<file path="config.mk">
export PLATFORM = sky130hd
export DESIGN_NAME = can_bit_timing_search
export DESIGN_NICKNAME = d
export VERILOG_FILES = /design/src/rtl/core/can_bts_pkg.sv /design/src/rtl/core/can_bit_timing_search.sv /design/src/rtl/core/can_bts_div.sv /design/src/rtl/core/can_bts_seq.sv
export SDC_FILE = /design/constraint.sdc
export NUM_CORES = 1
export LEC_CHECK = 0
export BUFFER_PORTS_ARGS = -buffer_cell sky130_fd_sc_hd__buf_2
export CAP_MARGIN = 20
export CORE_AREA = 8 8 187 189
export DETAILED_ROUTE_END_ITERATION = 8
export DIE_AREA = 0 0 195 197
export GPL_ROUTABILITY_DRIVEN = 0
export MAX_ROUTING_LAYER = met4
export PLACE_DENSITY = 0.76
export SLEW_MARGIN = 25
export SYNTH_ARGS = -nofsm -noshare
export SYNTH_HDL_FRONTEND = slang
export SYNTH_HIERARCHICAL = 1
export SYNTH_SLANG_ARGS = --single-unit
</file>
<file path="constraint.sdc">
create_clock -name clock -period 8.9 [get_ports clock]
set_input_delay 0 -clock clock [delete_from_list [all_inputs] [get_ports clock]]
set_output_delay 0 -clock clock [all_outputs]
set_load 0.01 [all_outputs]
</file>
<file path="src/rtl/core/can_bts_pkg.sv">
// Shared types, widths and constants for the CAN bit timing search.
// Used by can_bts_div, can_bts_seq and can_bit_timing_search.
// No dependencies.
package can_bts_pkg;

   localparam int CLK_W  = 27;          // controller clock register
   localparam int HALF_W = CLK_W - 1;   // half clock, divider dividend and quotient
   localparam int BND_W  = CLK_W - 4;   // initial bound is clock / 16
   localparam int TGT_W  = 20;          // largest target rate is 1000000
   localparam int RATE_W = 23;          // reported rate
   localparam int PRE_W  = 7;
   localparam int SUM_W  = 5;
   localparam int DIVR_W = 11;          // 64 * 25 = 1600 fits
   localparam int PROD_W = PRE_W + SUM_W + 1;
   localparam int CNT_W  = 5;           // holds HALF_W
   localparam int CODE_W = 4;

   localparam int MAX_PRESCALER   = 64;
   localparam int MIN_SEGMENT_SUM = 5;
   localparam int MAX_SEGMENT_SUM = 24;
   localparam int SJW_VALUE       = 2;
   localparam int NUM_RATES       = 9;
   localparam logic [CLK_W-1:0] CLK_RESET = CLK_W'(16000000);

   localparam logic signed [5:0] TSEG1_MIN = 6'sd3;
   localparam logic signed [5:0] TSEG1_MAX = 6'sd16;
   localparam logic signed [5:0] SJW_S     = 6'(SJW_VALUE);
   localparam logic [3:0]        TSEG2_MIN = 4'd2;
   localparam logic [3:0]        TSEG2_MAX = 4'd8;

   typedef enum logic [1:0] {
      ST_OK,
      ST_BAD_CODE,
      ST_BAD_TIMING,
      ST_NOT_RESET
   } status_type;

   typedef enum logic [2:0] {
      SEQ_IDLE,
      SEQ_MUL,
      SEQ_LOAD,
      SEQ_WAIT,
      SEQ_EVAL,
      SEQ_DONE
   } seq_state_type;

   typedef struct packed {
      logic               done;
      logic [PRE_W-1:0]   pre;
      logic [SUM_W-1:0]   sum;
      logic [RATE_W-1:0]  rate;
   } search_result_type;

   function automatic logic [TGT_W-1:0] target_rate(input logic [CODE_W-1:0] code);
      logic [TGT_W-1:0] r;
      unique case (code)
         4'd0:    r = TGT_W'(1000000);
         4'd1:    r = TGT_W'(800000);
         4'd2:    r = TGT_W'(500000);
         4'd3:    r = TGT_W'(250000);
         4'd4:    r = TGT_W'(125000);
         4'd5:    r = TGT_W'(100000);
         4'd6:    r = TGT_W'(50000);
         4'd7:    r = TGT_W'(20000);
         4'd8:    r = TGT_W'(10000);
         default: r = '0;
      endcase
      return r;
   endfunction

   // sum / 3 as (sum * 11) >> 5, exact for every 5-bit sum
   function automatic logic [3:0] third(input logic [SUM_W-1:0] sum);
      logic [SUM_W+3:0] p;
      p = (SUM_W+4)'(sum) * (SUM_W+4)'(11);
      return p[SUM_W+3:5];
   endfunction

endpackage

</file>
<file path="src/rtl/core/can_bit_timing_search.sv">
// CAN bit timing search, top level: command port, clock register and
// result formatting. Depends on can_bts_pkg and can_bts_seq.
//
// Usage: write the controller clock in Hz on csr_data with csr_valid while
// the block is idle (csr_ready is high when busy and start are low); reset
// loads 16000000. Issue a command by raising start with req_bitrate_code,
// req_sample_mode and req_controller_in_reset; it is taken at an edge
// where busy is low, and busy stays high until the result goes out.
// Each command yields one result word, shown for exactly one cycle with
// rsp_valid high; the receiver cannot stall it, so capture it then.
// An unsupported code skips the search: accepting it sets the busy and
// bad-code flags, from which the result word and rsp_valid are registered.
// A supported code runs the pair search over at most 1280 prescaler and
// segment sum pairs, paced by the bit-serial divider that produces one
// quotient bit of the 26-bit half clock per cycle; an exact match ends it early.
// Reset clears the command and result control; a search in progress is dropped.
module can_bit_timing_search (
   input  logic                                   clock,
   input  logic                                   reset,
   input  logic                                   start,
   output logic                                   busy,
   input  logic [3:0]                             req_bitrate_code,
   input  logic                                   req_sample_mode,
   input  logic                                   req_controller_in_reset,
   input  logic                                   csr_valid,
   output logic                                   csr_ready,
   input  logic [can_bts_pkg::CLK_W-1:0]          csr_data,
   output logic                                   rsp_valid,
   output logic [1:0]                             rsp_status,
   output logic [22:0]                            rsp_achieved_bitrate,
   output logic [6:0]                             rsp_prescaler,
   output logic signed [5:0]                      rsp_time_seg1,
   output logic [3:0]                             rsp_time_seg2,
   output logic [7:0]                             rsp_timing_byte0,
   output logic [7:0]                             rsp_timing_byte1,
   output logic                                   rsp_write_enable
);

   logic [can_bts_pkg::CLK_W-1:0] clk_hz_ff;
   logic busy_ff, bad_code_ff, sample_ff, in_reset_ff, rsp_valid_ff;
   logic accept, bad_code, go, emit;

   can_bts_pkg::search_result_type res;
   can_bts_pkg::status_type        status;

   logic [3:0]        t2, t2_m1;
   logic signed [5:0] t1, t1_m1;
   logic [6:0]        pre_m1;
   logic              timing_bad;

   logic [1:0]        status_ff;
   logic [22:0]       rate_ff;
   logic [6:0]        pre_ff;
   logic signed [5:0] t1_ff;
   logic [3:0]        t2_ff;
   logic [7:0]        byte0_ff, byte1_ff;
   logic              we_ff;

   assign accept   = start && !busy_ff;
   assign bad_code = req_bitrate_code > 4'(can_bts_pkg::NUM_RATES - 1);
   assign go       = accept && !bad_code;
   assign emit     = (busy_ff && bad_code_ff) || res.done;

   can_bts_seq u_seq (
      .clock  (clock),
      .reset  (reset),
      .go     (go),
      .target (can_bts_pkg::target_rate(req_bitrate_code)),
      .clk_hz (clk_hz_ff),
      .res    (res)
   );

   always_comb begin
      t2 = can_bts_pkg::third(res.sum);
      if (t2 < 4'd3) begin
         t2 = 4'd3;
      end
      t1     = $signed({1'b0, res.sum}) - $signed({2'b00, t2});
      t1_m1  = t1 - 6'sd1;
      t2_m1  = t2 - 4'd1;
      pre_m1 = res.pre - 7'd1;
      timing_bad = (t1 < can_bts_pkg::SJW_S) || (t1 < can_bts_pkg::TSEG1_MIN) ||
                   (t1 > can_bts_pkg::TSEG1_MAX) || (t2 < can_bts_pkg::TSEG2_MIN) ||
                   (t2 > can_bts_pkg::TSEG2_MAX);
      if (timing_bad) begin
         status = can_bts_pkg::ST_BAD_TIMING;
      end else if (!in_reset_ff) begin
         status = can_bts_pkg::ST_NOT_RESET;
      end else begin
         status = can_bts_pkg::ST_OK;
      end
   end

   always_ff @(posedge clock) begin
      if (reset) begin
         clk_hz_ff    <= can_bts_pkg::CLK_RESET;
         busy_ff      <= 1'b0;
         bad_code_ff  <= 1'b0;
         rsp_valid_ff <= 1'b0;
      end else begin
         if (csr_valid && csr_ready) begin
            clk_hz_ff <= csr_data;
         end
         if (accept) begin
            busy_ff     <= 1'b1;
            bad_code_ff <= bad_code;
         end else if (emit) begin
            busy_ff     <= 1'b0;
            bad_code_ff <= 1'b0;
         end
         rsp_valid_ff <= emit && !accept;
      end
   end

   // latch command fields and the result word
   always_ff @(posedge clock) begin
      if (accept) begin
         sample_ff   <= req_sample_mode;
         in_reset_ff <= req_controller_in_reset;
      end
      if (emit) begin
         if (bad_code_ff) begin
            status_ff <= can_bts_pkg::ST_BAD_CODE;
            rate_ff   <= '0;
            pre_ff    <= '0;
            t1_ff     <= '0;
            t2_ff     <= '0;
            byte0_ff  <= '0;
            byte1_ff  <= '0;
            we_ff     <= 1'b0;
         end else begin
            status_ff <= status;
            rate_ff   <= res.rate;
            pre_ff    <= res.pre;
            t1_ff     <= t1;
            t2_ff     <= t2;
            if (status == can_bts_pkg::ST_OK) begin
               byte0_ff <= {2'(can_bts_pkg::SJW_VALUE - 1), pre_m1[5:0]};
               byte1_ff <= {sample_ff, t2_m1[2:0], t1_m1[3:0]};
               we_ff    <= 1'b1;
            end else begin
               byte0_ff <= '0;
               byte1_ff <= '0;
               we_ff    <= 1'b0;
            end
         end
      end
   end

   assign busy                 = busy_ff;
   // hold off clock writes while busy or while a command is offered
   assign csr_ready            = !busy_ff && !start;
   assign rsp_valid            = rsp_valid_ff;
   assign rsp_status           = status_ff;
   assign rsp_achieved_bitrate = rate_ff;
   assign rsp_prescaler        = pre_ff;
   assign rsp_time_seg1        = t1_ff;
   assign rsp_time_seg2        = t2_ff;
   assign rsp_timing_byte0     = byte0_ff;
   assign rsp_timing_byte1     = byte1_ff;
   assign rsp_write_enable     = we_ff;

   a_single_strobe: assert property (@(posedge clock) disable iff (reset)
      rsp_valid |=> !rsp_valid)
      else $error("result strobe held for more than one cycle");

   a_ok_has_prescaler: assert property (@(posedge clock) disable iff (reset)
      rsp_valid && (rsp_status == 2'(can_bts_pkg::ST_OK)) |-> rsp_prescaler != 7'd0)
      else $error("ok status without a prescaler");

endmodule

</file>
<file path="src/rtl/core/can_bts_div.sv">
// Bit-serial restoring divider: one quotient bit per cycle.
// Depends on can_bts_pkg for widths.
module can_bts_div (
   input  logic                              clock,
   input  logic                              reset,
   input  logic                              start,
   input  logic [can_bts_pkg::HALF_W-1:0]    dividend,
   input  logic [can_bts_pkg::DIVR_W-1:0]    divisor,
   output logic                              done,
   output logic [can_bts_pkg::HALF_W-1:0]    quotient
);

   logic [can_bts_pkg::HALF_W-1:0] quo_ff, quo_in;
   logic [can_bts_pkg::DIVR_W-1:0] rem_ff, rem_in;
   logic [can_bts_pkg::CNT_W-1:0]  cnt_ff, cnt_in;
   logic                           done_ff, done_in;
   logic [can_bts_pkg::DIVR_W:0]   trial, diff;
   logic                           fits;

   always_comb begin
      trial = {rem_ff, quo_ff[can_bts_pkg::HALF_W-1]};
      diff  = trial - {1'b0, divisor};
      fits  = trial >= {1'b0, divisor};
      quo_in  = quo_ff;
      rem_in  = rem_ff;
      cnt_in  = cnt_ff;
      done_in = 1'b0;
      if (start) begin
         quo_in = dividend;
         rem_in = '0;
         cnt_in = can_bts_pkg::CNT_W'(can_bts_pkg::HALF_W);
      end else if (cnt_ff != '0) begin
         quo_in  = {quo_ff[can_bts_pkg::HALF_W-2:0], fits};
         rem_in  = fits ? diff[can_bts_pkg::DIVR_W-1:0] : trial[can_bts_pkg::DIVR_W-1:0];
         cnt_in  = cnt_ff - 1'b1;
         done_in = (cnt_ff == can_bts_pkg::CNT_W'(1));
      end
   end

   always_ff @(posedge clock) begin
      quo_ff <= quo_in;
      rem_ff <= rem_in;
      if (reset) begin
         cnt_ff  <= '0;
         done_ff <= 1'b0;
      end else begin
         cnt_ff  <= cnt_in;
         done_ff <= done_in;
      end
   end

   assign done     = done_ff;
   assign quotient = quo_ff;

endmodule

</file>
<file path="src/rtl/core/can_bts_seq.sv">
// Search sequencer: walks prescaler and segment sum pairs, divides through
// can_bts_div and keeps the closest rate. Depends on can_bts_pkg and can_bts_div.
module can_bts_seq (
   input  logic                                clock,
   input  logic                                reset,
   input  logic                                go,
   input  logic [can_bts_pkg::TGT_W-1:0]       target,
   input  logic [can_bts_pkg::CLK_W-1:0]       clk_hz,
   output can_bts_pkg::search_result_type      res
);

   can_bts_pkg::seq_state_type state_ff, state_in;

   logic [can_bts_pkg::PRE_W-1:0]  pre_ff, pre_in;
   logic [can_bts_pkg::SUM_W-1:0]  sum_ff, sum_in;
   logic [can_bts_pkg::DIVR_W-1:0] divisor_ff, divisor_in;
   logic [can_bts_pkg::TGT_W-1:0]  target_ff, target_in;
   logic [can_bts_pkg::BND_W-1:0]  best_diff_ff, best_diff_in;
   logic [can_bts_pkg::PRE_W-1:0]  best_pre_ff, best_pre_in;
   logic [can_bts_pkg::SUM_W-1:0]  best_sum_ff, best_sum_in;
   logic [can_bts_pkg::RATE_W-1:0] win_rate_ff, win_rate_in;

   logic                           div_start, div_done;
   logic [can_bts_pkg::HALF_W-1:0] quotient, tgt_ext, diff;
   logic [can_bts_pkg::PROD_W-1:0] prod;
   logic                           better, exact, last_pair;

   can_bts_div u_div (
      .clock    (clock),
      .reset    (reset),
      .start    (div_start),
      .dividend (clk_hz[can_bts_pkg::CLK_W-1:1]),
      .divisor  (divisor_ff),
      .done     (div_done),
      .quotient (quotient)
   );

   always_ff @(posedge clock) begin
      if (reset) begin
         state_ff <= can_bts_pkg::SEQ_IDLE;
      end else begin
         state_ff <= state_in;
      end
      pre_ff       <= pre_in;
      sum_ff       <= sum_in;
      divisor_ff   <= divisor_in;
      target_ff    <= target_in;
      best_diff_ff <= best_diff_in;
      best_pre_ff  <= best_pre_in;
      best_sum_ff  <= best_sum_in;
      win_rate_ff  <= win_rate_in;
   end

   always_comb begin
      tgt_ext   = can_bts_pkg::HALF_W'(target_ff);
      diff      = (tgt_ext > quotient) ? tgt_ext - quotient : quotient - tgt_ext;
      better    = diff < can_bts_pkg::HALF_W'(best_diff_ff);
      exact     = (diff == '0);
      last_pair = (pre_ff == can_bts_pkg::PRE_W'(can_bts_pkg::MAX_PRESCALER)) &&
                  (sum_ff == can_bts_pkg::SUM_W'(can_bts_pkg::MAX_SEGMENT_SUM));
      prod      = can_bts_pkg::PROD_W'(pre_ff) * can_bts_pkg::PROD_W'(sum_ff + 1'b1);

      state_in     = state_ff;
      pre_in       = pre_ff;
      sum_in       = sum_ff;
      divisor_in   = divisor_ff;
      target_in    = target_ff;
      best_diff_in = best_diff_ff;
      best_pre_in  = best_pre_ff;
      best_sum_in  = best_sum_ff;
      win_rate_in  = win_rate_ff;
      div_start    = 1'b0;
      res.done     = 1'b0;

      unique case (state_ff)
         can_bts_pkg::SEQ_IDLE: begin
            if (go) begin
               target_in    = target;
               best_diff_in = clk_hz[can_bts_pkg::CLK_W-1:4];
               best_pre_in  = '0;
               best_sum_in  = '0;
               win_rate_in  = '0;
               pre_in       = can_bts_pkg::PRE_W'(1);
               sum_in       = can_bts_pkg::SUM_W'(can_bts_pkg::MIN_SEGMENT_SUM);
               state_in     = can_bts_pkg::SEQ_MUL;
            end
         end
         can_bts_pkg::SEQ_MUL: begin
            divisor_in = prod[can_bts_pkg::DIVR_W-1:0];
            state_in   = can_bts_pkg::SEQ_LOAD;
         end
         can_bts_pkg::SEQ_LOAD: begin
            div_start = 1'b1;
            state_in  = can_bts_pkg::SEQ_WAIT;
         end
         can_bts_pkg::SEQ_WAIT: begin
            if (div_done) begin
               state_in = can_bts_pkg::SEQ_EVAL;
            end
         end
         can_bts_pkg::SEQ_EVAL: begin
            if (better) begin
               best_diff_in = diff[can_bts_pkg::BND_W-1:0];
               best_pre_in  = pre_ff;
               best_sum_in  = sum_ff;
               win_rate_in  = quotient[can_bts_pkg::RATE_W-1:0];
            end
            // an exact hit ends the search even when it was not kept
            if (exact || last_pair) begin
               state_in = can_bts_pkg::SEQ_DONE;
            end else begin
               if (sum_ff == can_bts_pkg::SUM_W'(can_bts_pkg::MAX_SEGMENT_SUM)) begin
                  sum_in = can_bts_pkg::SUM_W'(can_bts_pkg::MIN_SEGMENT_SUM);
                  pre_in = pre_ff + 1'b1;
               end else begin
                  sum_in = sum_ff + 1'b1;
               end
               state_in = can_bts_pkg::SEQ_MUL;
            end
         end
         can_bts_pkg::SEQ_DONE: begin
            res.done = 1'b1;
            state_in = can_bts_pkg::SEQ_IDLE;
         end
         default: begin
            state_in = can_bts_pkg::SEQ_IDLE;
         end
      endcase

      res.pre  = best_pre_ff;
      res.sum  = best_sum_ff;
      res.rate = win_rate_ff;
   end

   a_bound_shrinks: assert property (@(posedge clock) disable iff (reset)
      (state_ff != can_bts_pkg::SEQ_IDLE) && ($past(state_ff) != can_bts_pkg::SEQ_IDLE)
      |-> best_diff_ff <= $past(best_diff_ff))
      else $error("best distance grew during a search");

   a_pre_range: assert property (@(posedge clock) disable iff (reset)
      res.done |-> res.pre <= can_bts_pkg::PRE_W'(can_bts_pkg::MAX_PRESCALER))
      else $error("prescaler beyond its range at search end");

endmodule
</file>
### Yosys cells after proc, flatten, opt, wreduce, memory -nomap -nowiden

Memories as Yosys holds them, arrays and structs flattened. A register that Yosys moved wholly into a read port is not among the register bits.
Cells that the tools add are included.

* $add $sub $neg: 11
* mux-type cells: 40
* order comparisons: 10
* equality and inequality tests: 13
* reduce and logical (&&, ||, !) cells: 32
* bitwise logic cells: 2
* $mul: 2

Operator list (count)
* $mux 23: 4
* $pmux 23 s2: 2
* $mux 26: 3
* $mux 7: 6
* $mux 5: 7
* $pmux 7 s2: 2
* $gt 20x26->1: 1
* $logic_not 26->1: 1
* $lt 26x23->1: 1
* $sub 20x26->26: 1
* $sub 26x20->26: 1
* $pmux 5 s2: 2
* $pmux 3 s5: 1
* $mul 7x13->11: 1
* $ge 12x11->1: 1
* $lt 6x3->1 const B: 2
* $mux 11: 1
* $sub 11x11->11: 1
* $mul 5x4->9 const B: 1
* $mux 3: 3
* $gt 4x4->1 const B: 2
* $lt 4x2->1 const B: 2
* $add 7x1->7 const B: 1
* $eq 7x7->1 const B: 1
* 31 further kinds: 62

* register bits: 238
* memories: 1
* input port bits: 37
* output and inout port bits: 62
* memory bits (read-only): 272
* logic and storage cells: 140

Memories
* (no name shown): depth 16, width 17, rd ports 1, clocked after Yosys merged registers in 1, wr ports 0, line can_bts_pkg.sv:56 `unique case (code)`

### Logic depth before layout (Yosys ltp)

Gate-level depths: netlist of run 1.

* depth in word-level cells: 13
* gate-level depth with buffers: 23
* depth with buffers taken out: 21

### By module

The synthesis of run 1 kept the hierarchy.

By module, submodules not included
* can_bts_seq: sequential area each 3093.0 um2, area each 8334.2 um2, times used 1, cells an instance 908
* can_bit_timing_search: sequential area each 2372.3 um2, area each 4327.9 um2, times used 1, cells an instance 409
* can_bts_div: sequential area each 1121.1 um2, area each 2462.4 um2, times used 1, cells an instance 230

### Least setup slack after synthesis of run 1

Ideal clock, no wire load.

* path type: reg2reg
* start point: register u_seq.u_div.quo_ff, in the netlist u_seq/u_div/quotient[6]
* end point: register u_seq/best_diff_ff[0] (netlist name), enable pin
* period minus slack after synthesis: 6150 ps
* library setup time: 798 ps
* buffers on the path: 3
* cell stages (with the launch flop): 21
* setup slack: 2750 ps
* data required time: 8102 ps
* arrival: 5352 ps
* path through: edfxtp_1 -> ha_1 -> buf_2 -> and3_1 -> and2_0 -> clkbuf_1 -> o2111ai_2 -> a31oi_2 -> buf_2 -> mux2i_1 -> xnor2_1 -> ha_1 -> o21ai_0 -> a211o_1 -> a311oi_1 -> a311oi_1 -> o32ai_1 -> a21o_1 -> a21oi_1 -> o2111ai_1 -> nand3_1

* longest elaborated chain between the ends: 5
* elaborated cells on any way between the ends: 7
* those cells by class: add/sub (2); order compare (2); eq/ne (1); mux (1); reduce/logical (1)

RTL lines
* from (decl): line can_bts_div.sv:13 `logic [can_bts_pkg::HALF_W-1:0] quo_ff, quo_in;`
* from (signal assigned): line can_bts_div.sv:41 `quo_ff <= quo_in;`
* $sub 26x20->26, or another cell as far along: line can_bts_seq.sv:56 `diff = (tgt_ext > quotient) ? tgt_ext - quotient : quotient - tgt_ext;`
* $mux 26 (*): line can_bts_seq.sv:56
* $lt 26x23->1 (*): line can_bts_seq.sv:57 `better = diff < can_bts_pkg::HALF_W'(best_diff_ff);`
* $ne 2x1->1 (no source line) (*)
* $reduce_and 3->1 (no source line) (*)
* to (signal assigned): line can_bts_seq.sv:48 `best_diff_ff <= best_diff_in;`
* to (decl): line can_bts_seq.sv:18 `logic [can_bts_pkg::BND_W-1:0] best_diff_ff, best_diff_in;`

Mark *: on every way between the ends. The rest lies on a longest branch, timed or not.
A chain may end at the register's enable or synchronous reset.

### Worst setup path in the final report of run 1

* start point: register u_seq.u_div.quo_ff, in the netlist u_seq/u_div/quotient[15]
* end point: register u_seq/win_rate_ff[7] (netlist name), enable pin

* longest elaborated chain between the ends: 5
* elaborated cells on any way between the ends: 7
* those cells by class: add/sub (2); order compare (2); eq/ne (1); mux (1); reduce/logical (1)

RTL lines
* $sub 26x20->26, or another cell as far along: line can_bts_seq.sv:56
* $mux 26 (*): line can_bts_seq.sv:56
* $lt 26x23->1 (*): line can_bts_seq.sv:57
* $ne 2x1->1 (no source line) (*)
* $reduce_and 3->1 (no source line) (*)
* to (signal assigned): line can_bts_seq.sv:51 `win_rate_ff <= win_rate_in;`
* to (decl): line can_bts_seq.sv:21 `logic [can_bts_pkg::RATE_W-1:0] win_rate_ff, win_rate_in;`

Marked as above.

==> results of run 1 <==
## how the worst min path moves through the flow
stage | depth (start not counted) | to | slack (ps)
after CTS | 2 | u_seq/target_ff[12] | 10
after global routing | 2 | u_seq/u_div/cnt_ff[3] | 60
final | 2 | u_seq/u_div/cnt_ff[1] | 20
after global placement | 1 | sample_ff | 200
after floorplan | 1 | csr_ready | 70
after detailed placement | 1 | in_reset_ff | 200
## sequential cells by signal, summed over array words and instances, names as in the netlist, 2 cells and up
register and count:
clk_hz_ff 26, rsp_achieved_bitrate 23, rsp_prescaler 7, rsp_status 2, rsp_time_seg1 6, rsp_time_seg2 4, rsp_timing_byte0 6, rsp_timing_byte1 8
u_seq/best_diff_ff 23, u_seq/best_pre_ff 7, u_seq/best_sum_ff 5, u_seq/divisor_ff 11, u_seq/pre_ff 7, u_seq/state_ff 3, u_seq/sum_ff 5, u_seq/target_ff 20
u_seq/u_div/cnt_ff 5, u_seq/u_div/quotient 26, u_seq/u_div/rem_ff 11, u_seq/win_rate_ff 23
## placed cells by master, fill, tap and decap left out, types with 20 or more instances in the layout
master           n
ha_1           116
nand3_1         20
dlygate4sd3_1   32
xnor2_1         40
buf_2           96
nor2b_1         44
nand2_1        185
and2_1          32
edfxtp_1       186
fa_1            25
mux2_2          30
dfxtp_1         48
inv_1          144
a21o_1          20
a21oi_1         98
o21ai_0         56
nor2_1         115
clkbuf_16       25
nor3_1          38
## power groups by stage
stage	sequential, W	combinational, W	clock, W
2_1_floorplan	0.00148	0.00169	0
4_1_cts	0.00152	0.00219	0.00101
6_report	0.00152	0.00224	0.000985
5_1_grt	0.00154	0.00248	0.00104
3_5_place_dp	0.00155	0.00217	0
3_3_place_gp	0.00154	0.00211	0
## what timing repair did
item | CTS | global route
hold endpoints to repair | 42 | 0
hold buffers | 32 | 0
resized for setup | 0 | 0
## per-stage QoR
stage	hold WS [ps]	cell area [um^2]	utilization (%)
after floorplan	69.0	15100	-
after global placement	200	15800	49.5
after detailed placement	203	15800	49.5
after CTS	15.0	16900	52.9
after global routing	56.0	17000	52.9
final	20.3	17000	52.9
## cell type report
cell class | count | area [um^2] | share of cell area [%]
Antenna cell | 3 | 7.51 | 0.0443
Sequential cell | 235 | 6570 | 38.7
Multi-Input combinational cell | 1097 | 7700 | 45.4
Clock inverter | 10 | 85.1 | 0.502
Timing Repair Buffer | 135 | 853 | 5.03
Clock buffer | 35 | 693 | 4.09
Tap cell | 408 | 510 | 3.01
Inverter | 144 | 541 | 3.19
## critical path: stages (launching register included)
cell,delay (ps)
edfxtp_1,440
ha_1,510
and4_1,320
nor3b_4,180
a22oi_1,570
a31o_2,670
nand2_1,120
a41o_1,250
and3_1,170
or2_2,280
ha_1,290
a21oi_1,140
nor2b_1,60
o21ai_0,160
nand2b_1,70
a211oi_1,350
and3_1,280
o2111ai_1,210
nand3_2,120
buf_4,610
## per-layer routing
layer / part of all wire, % / global-route usage, % / up-vias
met4: 2.4 / 5.31 / 0
li1: - / - / 5611
met1: 46 / 24.9 / 5482
met2: 45 / 29.9 / 408
met3: 6.8 / 2.69 / 76
met5: 0 / - / -
==> results.json, run 1 <==
{
  "start_util_pct": 47.1,
  "hpwlAfterDp_um": 27100,
  "cp-end-kind": "flip-flop",
  "vias_per_cell": 5.60,
  "syn_area_per_cell_um2": 9.78,
  "cts-root-buf": "clkbuf_16",
  "finalHoldViolCount": 0,
  "path_class": "reg2reg",
  "cts_setup_buffers": 0,
  "worstSkewPairLatency_ps": 520,
  "ir_drop_mv": 0.136,
  "rsz0062_at_grt": "false",
  "numPortBuffers": 96,
  "period_needed_ps": 6200,
  "status": "complete, no violations",
  "timing.final.crit_share_pct": 69.7,
  "drive_gt1_share_pct": 12.7,
  "crit_fanout": 58,
  "min_from": "reset",
  "rows": 66,
  "grt_use_total_pct": 18.8,
  "cp.required_ps": 9050,
  "grt_max_degree": 62,
  "die_x_um": 195,
  "intPower_w": 0.00282,
  "drt_wl_total_um": 35500,
  "remaining_drc_errors": 0,
  "worstHoldPathType": "in2reg",
  "tightest_slew_ps": 960,
  "maxCapViolCount": 0,
  "synthesis.area_um2": 15100,
  "r2r_slack_ps": 2700,
  "dp.cells": 1987,
  "ant_nets": 0,
  "p_leak_nw": 7.09,
  "fmax_mhz": 161,
  "first_pass_iters": 8,
  "nFillCells": 2859,
  "cts.htree.levels": 1,
  "switchingPower_w": 0.00193,
  "clock_path_buffers": 3,
  "r2r-start": "u_seq/u_div/quotient[15]",
  "cts.sinks": 235,
  "powerDensity_nw_per_um2": 280,
  "ios": 99,
  "cts_buffers": 25,
  "p_total_w": 0.00475,
  "fp.dieH_um": 197,
  "yosys_warnings": 6,
  "via_count": 11600,
  "grt_pass1_wl_um": 58400,
  "cts_tree": "built",
  "wl_per_cell_um": 17.2,
  "finalSetupViolCount": 0,
  "slew_headroom_pct": 35.4,
  "syn_inst": 1543,
  "r2r_end": "u_seq/win_rate_ff[7]",
  "rr_worst_depth": 19,
  "power_frac_clock_pct": 20.7,
  "antenna_found_initial": 3,
  "startpoint": "u_seq/u_div/quotient[15]",
  "synthToLayoutAreaGrowth_pct": 12.4,
  "p_sw_share_pct": 40.6,
  "worst_slack_ps": 2700,
  "place_ws_ps": 2810,
  "fin_tns_setup_ps": 0,
  "worstPathArrival_ps": 6350,
  "crit_end": "u_seq/win_rate_ff[7]",
  "core_area_um2": 32000,
  "startpoint_type": "flip-flop",
  "first_global_vias": 11400,
  "maxSlewViolCount": 0,
  "clk_pin_slew_ps": 60,
  "combPwrFrac_pct": 47.2,
  "dieArea_um2": 38400,
  "drt_iter0_markers": 1023,
  "fin_skew_ps": 9.34,
  "stdcell_count": 2067,
  "seq_power_share_pct": 32.1,
  "grt-ovfl-total": 0,
  "final_nets": 1816
}
Note: power is estimated with default switching activity, not from simulation.
==> run 2: changes to the inputs <==
- ABC_AREA: default -> 1
- CORE_AREA: 8 8 187 189 -> 8 8 193 195
- DIE_AREA: 0 0 195 197 -> 0 0 201 203
- clock period: 8.9 -> 6.12 ns (I/O delays scaled with it)
==> run 2 against run 1 <==
Effect of this change:
- worst setup slack lost 1600 ps
- sequential cell count is the same
- sequential power grew 84%
- worst hold slack gained 2.8 ps
- combinational power grew to 3.1 times the previous value
- global-route usage grew 1.6 points
- via count grew 20%
- maximum frequency grew 24%
- clock skew grew 5.5 ps
- non-clock buffer count grew 8
- largest power group unchanged
==> results.json, run 2 <==
{
  "drt_iter0_markers": 1255,
  "antenna_found_initial": 0,
  "crit_chain": "inv_1 > ha_1 > inv_1 > fa_1 > nand2_1 > nand3_1 > nand2_1 > nand2_1 > nand2_1 > nand2_1 > xor2_1 > nand2_1 > nand2_1 > inv_1 > ha_1 > nand2_1 > nor2_1 > a211oi_1 > nand2_1 > nand2_1 > nand3_1 > nand2_2 > buf_4",
  "yosys_warnings": 6,
  "syn_inst": 2097,
  "hpwlAfterDp_um": 31000,
  "max_stage_delay_ps": 660,
  "worstHoldPathType": "in2reg",
  "core_area_um2": 34100,
  "die_x_um": 201,
  "crit_fanout": 33,
  "fmax_mhz": 200,
  "start_util_pct": 47.2,
  "numPortBuffers": 96,
  "finalHoldViolCount": 0,
  "clk_pin_slew_ps": 60,
  "fin_hold_ws_ps": 23.2,
  "grt_use_total_pct": 20.4,
  "power_frac_clock_pct": 14.5,
  "syn_area_per_cell_um2": 7.67,
  "rows": 68,
  "startpoint_type": "flip-flop",
  "period_needed_ps": 5010,
  "maxCapViolCount": 0,
  "cp.buffers_inverters": 4,
  "cts_tree": "built",
  "final_nets": 2403,
  "slew_headroom_pct": 31.7,
  "clock_path_buffers": 3,
  "grt_pass1_wl_um": 67500,
  "via_count": 13900,
  "dieArea_um2": 40800,
  "ios": 99,
  "layout_commonest_cell": "nand2_1",
  "drive_gt1_share_pct": 10.4,
  "vias_per_cell": 5.13,
  "timing.final.crit_share_pct": 81.8,
  "powerDensity_nw_per_um2": 621,
  "nFillCells": 3095,
  "post-route-util_pct": 53.6,
  "cpMostUsedCell": "nand2_1",
  "maxSlewViolCount": 0,
  "seq_power_share_pct": 24.5,
  "grt_max_degree": 84,
  "path_class": "reg2reg",
  "first_global_vias": 13700,
  "finalSetupViolCount": 0,
  "p_sw_share_pct": 48.9,
  "fin_tns_setup_ps": 0,
  "dp.cells": 2613,
  "fin_skew_ps": 14.9,
  "remaining_drc_errors": 0,
  "synthesis.area_um2": 16100,
  "cp-end-kind": "flip-flop",
  "cts_buffers": 27,
  "worstSkewPairLatency_ps": 550,
  "ant_nets": 0,
  "wl_per_cell_um": 15.1,
  "rsz0062_at_grt": "false",
  "worstPathArrival_ps": 5210,
  "cts-root-buf": "clkbuf_16",
  "p_leak_nw": 9.18,
  "stdcell_count": 2701,
  "cts.sinks": 235,
  "intPower_w": 0.00581,
  "antennaDiodeCount": 0,
  "crit_slowest_cell": "nand2_2",
  "path_delay_family": "simple AND/OR/NAND/NOR gates",
  "cp.required_ps": 6320,
  "cts.htree.levels": 1,
  "status": "complete, no violations",
  "first_pass_iters": 7,
  "layout_common_cells": "nand2_1, inv_1, nor2_1, edfxtp_1, ha_1",
  "drt_wl_total_um": 40800,
  "fp.dieH_um": 203,
  "grt-ovfl-total": 0,
  "ir_drop_mv": 0.438,
  "cts_setup_buffers": 0,
  "switchingPower_w": 0.00555,
  "combPwrFrac_pct": 61.0,
  "tightest_slew_ps": 1020,
  "synthToLayoutAreaGrowth_pct": 13.7
}
==> run 2: changes by cell type in the layout (fill, tap and decap cells not counted), sizes merged, moves of 20 or more <==
cell / delta
mux2: -31
nor3: -25
nor2: +151
nor2b: -45
nand2: +453
nand3: +94
a21o: -20
a21oi: -33
nand4: +28
and2: -32
inv: +250
xnor2: -26
==> run 2: per-stage QoR <==
stage | setup WS, ps | power, W | area, um^2
6_report | 1110 | 0.0114 | 18300
5_1_grt | 763 | 0.0125 | 18300
4_1_cts | 1210 | 0.0113 | 18300
3_5_place_dp | 1280 | 0.00956 | 17000
3_3_place_gp | 1360 | 0.00933 | 17000
2_1_floorplan | 1560 | 0.00795 | 16100
==> run 2: area by class of cell <==
type	count	area [um^2]	share of cell area, %
inverters	392	1470	8.06
clock buffers	40	860	4.70
repair buffers	143	928	5.07
multi-input cells	1426	7820	42.8
flip-flops and latches	235	6570	35.9
well taps	455	569	3.11
clock inverters	10	73.8	0.404
==> run 2: what timing repair did <==
item                       in CTS  in global routing
resized for setup               0                  0
hold buffers                   38                  0
setup endpoints to repair       0                  0
hold endpoints to repair       54                  0
==> run 2: path summary, 6_finish.rpt <==
kind	from	to	slack (ps)	cells after the start
worst max-delay path	u_seq/u_div/quotient[0]	u_seq/win_rate_ff[4]	1110	23
worst min-delay path	csr_valid	clk_hz_ff[23]	20	5
worst max register to register	u_seq/u_div/quotient[0]	u_seq/win_rate_ff[4]	1110	23
worst min register to register	u_seq/u_div/rem_ff[9]	u_seq/u_div/rem_ff[9]	480	2
==> run 2: per-layer routing <==
metal	vias up	GRT usage [%]	share of wire (%)	wire length [um]
li1	6842	-	-	-
met3	120	2.69	6.8	2780
met2	548	32.9	45	18200
met5	-	-	0	0
met1	6359	25.8	44	18000
met4	0	8.36	4.4	1800
==> run 2: power by group through the flow <==
stage / combinational [W] / clock [W] / sequential (W)
floorplan: 0.00525 / 0 / 0.00270
global placement: 0.00654 / 0 / 0.00279
detailed placement: 0.00676 / 0 / 0.00281
CTS: 0.00687 / 0.00168 / 0.00278
global route: 0.00791 / 0.00173 / 0.00283
finish: 0.00693 / 0.00165 / 0.00279
==> run 2: worst register-to-register path, delay by kind of cell, from the launching register on <==
family / cells / cell delay, ps
buffers and inverters: 4 / 850
DFF: 1 / 440
adders and majority gates: 3 / 930
AOI/OAI and AO/OA: 1 / 280
xor gates and xnor gates: 1 / 140
and+or+nand+nor: 14 / 2010
==> run 3: changes to the inputs <==
- PLACE_DENSITY: 0.76 -> 0.78
- clock period: 6.12 -> 4.45 ns (I/O delays scaled with it)
==> run 3 against run 2 <==
Effect of this change:
- critical path depth rose by 3
- utilization rose by 0.88 points
- worst setup slack got worse by 970 ps
- clock skew rose by 5.1 ps
- register-to-register slack got worse by 970 ps
- maximum frequency rose by 16%
- sequential power rose by 37%
- wire length rose by 3.3%
- worst hold slack improved by 34 ps
- via count rose by 1.3%
- cell count rose by 0.85%
- largest power group unchanged
- highest routed layer unchanged
==> results.json, run 3 (same netlist as run 2, synthesis figures left out) <==
{
  "status": "complete, no violations",
  "dieArea_um2": 40800,
  "first_global_vias": 13700,
  "fmax_mhz": 232,
  "vias_per_cell": 5.16,
  "drt_iter0_markers": 1364,
  "startpoint_type": "flip-flop",
  "die_x_um": 201,
  "layout_common_cells": "nand2_1, inv_1, nor2_1, edfxtp_1, ha_1",
  "grt_max_degree": 47,
  "tightest_slew_ps": 782,
  "cts-root-buf": "clkbuf_16",
  "wl_per_cell_um": 15.5,
  "worstHoldPathType": "in2reg",
  "wl_met3_um": 3180,
  "cp-end-kind": "flip-flop",
  "path_class": "reg2reg",
  "cts_tree": "built",
  "maxCapViolCount": 0,
  "synthToLayoutAreaGrowth_pct": 15.5,
  "finalHoldViolCount": 0,
  "first_pass_iters": 6,
  "cts.htree.levels": 1,
  "layout_commonest_cell": "nand2_1",
  "clock_path_buffers": 3,
  "grt_use_total_pct": 20.6,
  "worstPathArrival_ps": 4600,
  "cts.sinks": 235,
  "wl_met2_um": 19300,
  "grt-ovfl-total": 0,
  "stdcell_count": 2724,
  "start_util_pct": 47.2,
  "ir_drop_mv": 0.539,
  "drt_wl_total_um": 42100,
  "fp.dieH_um": 203,
  "antenna_found_initial": 0,
  "ant_nets": 0,
  "cts_buffers": 26,
  "highest_layer": "met4",
  "antennaDiodeCount": 0,
  "clk_pin_slew_ps": 60,
  "crit_fanout": 7,
  "remaining_drc_errors": 0,
  "dp.cells": 2625,
  "rows": 68,
  "grt_pass1_wl_um": 67900,
  "final_nets": 2427,
  "via_count": 14000,
  "post-route-util_pct": 54.5,
  "hpwlAfterDp_um": 31900,
  "fin_skew_ps": 19.9,
  "period_needed_ps": 4310,
  "worstSkewPairLatency_ps": 540,
  "cp.required_ps": 4740,
  "p_leak_nw": 9.29,
  "core_area_um2": 34100,
  "slew_headroom_pct": 47.8,
  "maxSlewViolCount": 0,
  "numPortBuffers": 96,
  "drive_gt1_share_pct": 12.5,
  "timing.final.crit_share_pct": 96.9,
  "ios": 99,
  "drt-met1-wl_um": 17800,
  "finalSetupViolCount": 0,
  "powerDensity_nw_per_um2": 879
}
run 3: cell count changes in the layout (fill, tap and decap cells not counted), sizes merged:
cell / previous run / this run
buf: 105 / 131
inv: 395 / 393
clkbuf: 40 / 35
clkinvlp: 0 / 2
clkinv: 7 / 9
bufinv: 0 / 1
nand4: 39 / 40
dlygate4sd3: 38 / 36
run 3: worst max-delay path, cell delays in order, from the launching register on:
cell,delay [ps]
edfxtp_1,390
ha_1,290
inv_1,50
fa_1,500
inv_1,70
ha_4,270
nand2_1,80
nor2_1,90
nand2_1,80
nand3_2,80
nand2_1,70
nand2_2,80
inv_2,50
nand2_2,70
inv_1,70
a21oi_2,170
inv_1,70
fa_1,510
inv_1,70
ha_1,180
a21oi_1,170
nand3_1,80
nor2_1,180
nor2_4,80
buf_12,130
nand4_4,130
inv_1,60
run 3: where the power goes:
| group | leakage (nW) | internal [W] | switching, W |
|---|---|---|---|
| Clock | 0.448 | 0.00131 | 0.000892 |
| Sequential | 2.16 | 0.00340 | 0.000427 |
| Combinational | 6.69 | 0.00369 | 0.00662 |
run 3: final timing paths:
| path | start | endpoint | slack (ps) | cells past startpoint |
|---|---|---|---|---|
| setup / recovery | u_seq/best_sum_ff[1] | rsp_write_enable | 140 | 26 |
| hold reg to reg | u_seq/u_div/rem_ff[4] | u_seq/u_div/rem_ff[4] | 480 | 2 |
| hold / removal | csr_valid | clk_hz_ff[18] | 60 | 5 |
| setup reg to reg | u_seq/best_sum_ff[1] | rsp_write_enable | 140 | 26 |
run 3: cell type report:
cell class                 instances  area [um^2]
clock inverter                    13          108
sequential                       235         6570
timing repair buffer             167         1130
fill                            3076        15500
clock buffer                      35          790
tap                              455          569
multi-input combinational       1427         7960
inverter                         392         1480
run 3: per-layer routing:
layer  track usage, %  vias up
met5                -        -
met3             3.04      146
met4             8.83        0
met1             25.3     6431
met2             33.8      589
li1                 -     6882
run 3: timing repair:
action / in CTS / in global routing
setup endpoints to repair: 0 / 62
setup buffers: 0 / 14
resized for setup: 0 / 26
endpoints found under the hold margin: 52 / 0
hold buffers: 36 / 0
run 3: through the flow:
step | setup slack (ps) | cell area, um^2 | hold slack [ps] | power [W] | setup TNS [ps]
5_1_grt | -77.9 | 18600 | 86.5 | 0.0178 | -455
6_report | 137 | 18600 | 57.4 | 0.0163 | 0
2_1_floorplan | 187 | 16100 | 64.0 | 0.0109 | 0
3_3_place_gp | 185 | 17100 | 187 | 0.0129 | 0
4_1_cts | 36.1 | 18300 | 18.3 | 0.0157 | 0
3_5_place_dp | 27.3 | 17100 | 178 | 0.0134 | 0
